<file path="src/bht_div.sv">
// bht_div: restoring divider, one quotient bit per cycle
// 32-bit dividend by a narrow divisor; uses no package items
module bht_div #(
  parameter int VW = 7
) (
  input  logic          clk,
  input  logic          rst_n,
  input  logic          start,
  input  logic [31:0]   dividend,
  input  logic [VW-1:0] divisor,
  output logic          done,
  output logic [31:0]   quot,
  output logic [VW-1:0] rem
);

  logic          run_r;
  logic          done_r;
  logic [4:0]    cnt_r;
  logic [31:0]   dvd_r;
  logic [VW-1:0] rem_r;
  logic [VW-1:0] dvs_r;
  logic [VW:0]   shifted;
  logic [VW:0]   diff;
  logic          ge;

  // trial subtract of the shifted partial remainder
  always_comb begin
    shifted = {rem_r, dvd_r[31]};
    diff    = shifted - {1'b0, dvs_r};
    ge      = (shifted >= {1'b0, dvs_r});
  end

  // control
  always_ff @(posedge clk) begin
    if (!rst_n) begin
      run_r  <= 1'b0;
      done_r <= 1'b0;
      cnt_r  <= '0;
    end else begin
      done_r <= 1'b0;
      if (start) begin
        run_r <= 1'b1;
        cnt_r <= '0;
      end else if (run_r) begin
        cnt_r <= cnt_r + 5'd1;
        if (cnt_r == 5'd31) begin
          run_r  <= 1'b0;
          done_r <= 1'b1;
        end
      end
    end
  end

  // datapath: quotient bits shift into the dividend register
  always_ff @(posedge clk) begin
    if (start) begin
      dvd_r <= dividend;
      rem_r <= '0;
      dvs_r <= divisor;
    end else if (run_r) begin
      dvd_r <= {dvd_r[30:0], ge};
      rem_r <= ge ? diff[VW-1:0] : shifted[VW-1:0];
    end
  end

  assign done = done_r;
  assign quot = dvd_r;
  assign rem  = rem_r;

endmodule

</file>
<file path="config.mk">
export PLATFORM = sky130hd
export DESIGN_NAME = bht_div
export DESIGN_NICKNAME = d
export VERILOG_FILES = /design/src/bht_div.sv
export SDC_FILE = /design/constraint.sdc
export NUM_CORES = 1
export LEC_CHECK = 0
export BUFFER_PORTS_ARGS = -buffer_cell sky130_fd_sc_hd__clkbuf_2
export CAP_MARGIN = 40
export CORE_MARGIN = 5
export CORE_UTILIZATION = 34
export DETAILED_ROUTE_END_ITERATION = 6
export GPL_TIMING_DRIVEN = 0
export SLEW_MARGIN = 20
export SYNTH_ARGS = -nofsm -noshare
export SYNTH_HDL_FRONTEND = slang
export SYNTH_SLANG_ARGS = --single-unit
</file>
<file path="constraint.sdc">
create_clock -name clk -period 4 [get_ports clk]
set_input_delay 0.8 -clock clk [delete_from_list [all_inputs] [get_ports clk]]
set_output_delay 0.8 -clock clk [all_outputs]
set_load 0.02 [all_outputs]
</file>
==> metrics.txt <==
fin nets around 350; Psw 0.000366 W; Seq. cell area between 0.001 and 0.0015 mm2; Relative slew margins approximately 48%; DRT Pass-1 Iters 6; max-cap viol count 0; startpoint types primary input; DR iter-0 viols 83; average routed wire per standard cell around 15 um; Avg Vias per Cell ~4.7; maximum buffer depth of the clock tree 2; CORE AREA 0.00769 mm2; syn_nets 261; initial antenna violation count 0; yosys warns 0; Synth Area in Compound Gates roughly a tenth; starting density of the core a little over a third; post-synthesis cell count ~210; drt total wl 5830 um; Arrival @ worst endpoint roughly 2.6 ns; Sw Ratio 27.8%; vias in the first global route just under 2,000; Worst Skew approximately 0.01 ns; clock power share 28.4%; top cells by area, synth edfxtp_1, mux2_2, dfxtp_1; Final setup viols 0; first-pass GRT wire length a little under 10,000 um; multi-input logic area approximately 0.0011 mm2; CP Class primary input to flip-flop; GP Congestion around 0.8; clk sinks 53; max frequency 378 MHz; PostCTS Resize Cnt 0; WP data required roughly 3.9 ns; unrepaired setup endpoints after global routing false; Total GRT Usage approximately 12%; Rows 32; CTS root buffer clkbuf_8; cell-internal power between 0.0009 and 0.001 W; Sequential Power Share roughly half; ys async rst share 0%; Clock Latency Late Sink 0.31 ns; Vias 1,883; mux cell area share after synthesis roughly 14%; CTS H-tree depth 2; ys flop type edfxtp_1; PortBufs between 80 and 90; synthesized flop and latch total 53; Post-Synth Simple-Gate Area between 10% and 20%; crit path max fanout 32; die area just under 0.01 mm2; Final Hold Viols 0; Die Y 98.7 um; Crit. End Element flip-flop; largest family of logic cells by synthesized area multiplexers; drt drc 0; sequential share of the synthesized area between 50% and 60%; Core Util, Final a little over two fifths; Avg Inst Size Synth 12.8 um2; synth unique cells 45; power per cell area a little under 400 mW/mm2; Leak Pwr 1.38 nW; Synth top cells by count edfxtp_1, mux2_2, nor2_1, dfxtp_1, inv_1; post-CTS setup buffers 0; share of the synthesized area in the top cell type 43.8%; synthesized area 0.00268 mm2; I/O pins 82; DRT antenna net count 0; VDD IR-drop max between 0.0002 and 0.00025 V; Die X a little under 100 um; Area growth, synth to finish 24.1%; Reg clk slew, reported paths 0.10 ns; total clock buffers created by CTS 5; Synth Area in XOR/XNOR around 2.0%; fillers 760; CP max stage delay 0.71 ns; count of pins over their slew limit 0; TritonCTS clock tree built; total power 0.00131 W; layout cells sized above 1 a little under half; worst-margin pin slew about 0.8 ns; # hold bufs at CTS 0; most common cell in the netlist edfxtp_1; Overflow after GRT 0; number of synthesized flops with an enable pin 39; TNS Setup 0 ns; Final Cycle Share between 60% and 70%; Logic pwr share 20.4%; Hold Path Class flip-flop to flip-flop; Critical Path Slowest Stage Cell or2_2; run status finished, final reports clean; leading area contributor after synthesis edfxtp_1; post-DP HPWL approximately 4500 um; Adder-Cell Fraction of Synth Area slightly below 5%; crit path cell chain clkbuf_2 > clkbuf_1 > buf_1 > or2_2; largest net degree at the start of global routing 33; Diodes inserted 0; final worst path period need between 2 and 3 ns
## registers in the layout (all words and copies together), names as in the netlist
register	flops
cnt_r	5
dvs_r	7
quot	32
done	1
run_r	1
rem	7
## routing by layer
| metal | GRT usage (%) | share of wire (%) |
|---|---|---|
| met4 | 3.15 | 1.1 |
| met2 | 19.1 | 45 |
| met5 | 0 | 0 |
| met1 | 16.1 | 46 |
| met3 | 4.46 | 7.5 |
## path summary, 6_finish.rpt
path              cells past startpoint     start       end  slack [ns]
setup / recovery                      4     start   quot[0]        1.35
hold / removal                        2  cnt_r[4]  cnt_r[4]        0.51
setup reg to reg                      9  quot[31]    rem[2]        1.66
hold reg to reg                       2  cnt_r[4]  cnt_r[4]        0.51
## cell type report
type	count	area share, %
multi-input combinational	132	33.6
sequential	53	43.7
clock buffer	5	2.07
clock inverter	3	1.32
tap	102	3.84
inverter	12	1.36
timing repair buffer	81	12.2
buffer	12	1.96
## cell usage in the layout (no fill, tap or decap), drive strengths merged, types with 2 or more instances in the layout
| cell type | instances |
|---|---|
| a211oi | 4 |
| a21o | 3 |
| a311oi | 2 |
| a31oi | 2 |
| a41oi | 4 |
| and3 | 2 |
| buf | 6 |
| clkbuf | 92 |
| dfxtp | 14 |
| edfxtp | 39 |
| ha | 9 |
| inv | 13 |
| mux2 | 31 |
| mux2i | 3 |
| nand2 | 9 |
| nand2b | 6 |
| nand3 | 2 |
| nand3b | 3 |
| nand4 | 3 |
| nor2 | 15 |
| nor3b | 6 |
| o21ai | 3 |
| o21bai | 2 |
| o31ai | 2 |
| or2 | 2 |
| or3b | 3 |
| xnor2 | 3 |
| xor2 | 3 |
## metrics by stage
stage,std cells,worst slack (ns),hold WS [ns],instance area [um2]
2_1_floorplan,209,1.68,0.467,2680
3_3_place_gp,392,1.02,0.482,3210
3_5_place_dp,392,0.997,0.493,3210
4_1_cts,400,1.34,0.518,3320
5_1_grt,400,1.15,0.553,3320
6_report,400,1.35,0.511,3320
## worst max-delay path, delay by kind of cell
family	cells	cell delay [ns]
buf+inv	3	1.06
simple gates	1	0.71
## power groups by stage
stage          registers, W  logic, W  clock network [W]
2_1_floorplan      0.000729  0.000133                  0
3_3_place_gp       0.000685  0.000266                  0
3_5_place_dp       0.000685  0.000270                  0
4_1_cts            0.000673  0.000271           0.000386
5_1_grt            0.000679  0.000292           0.000409
6_report           0.000672  0.000267           0.000373
## cells by family after synthesis
logic type / after synthesis
xor gates and xnor gates: 6
and+or+nand+nor: 53
DFF: 53
AOI/OAI and AO/OA: 29
buffers and inverters: 24
adders and majority gates: 10
muxes: 34
Note: power is estimated with default switching activity, not from simulation.
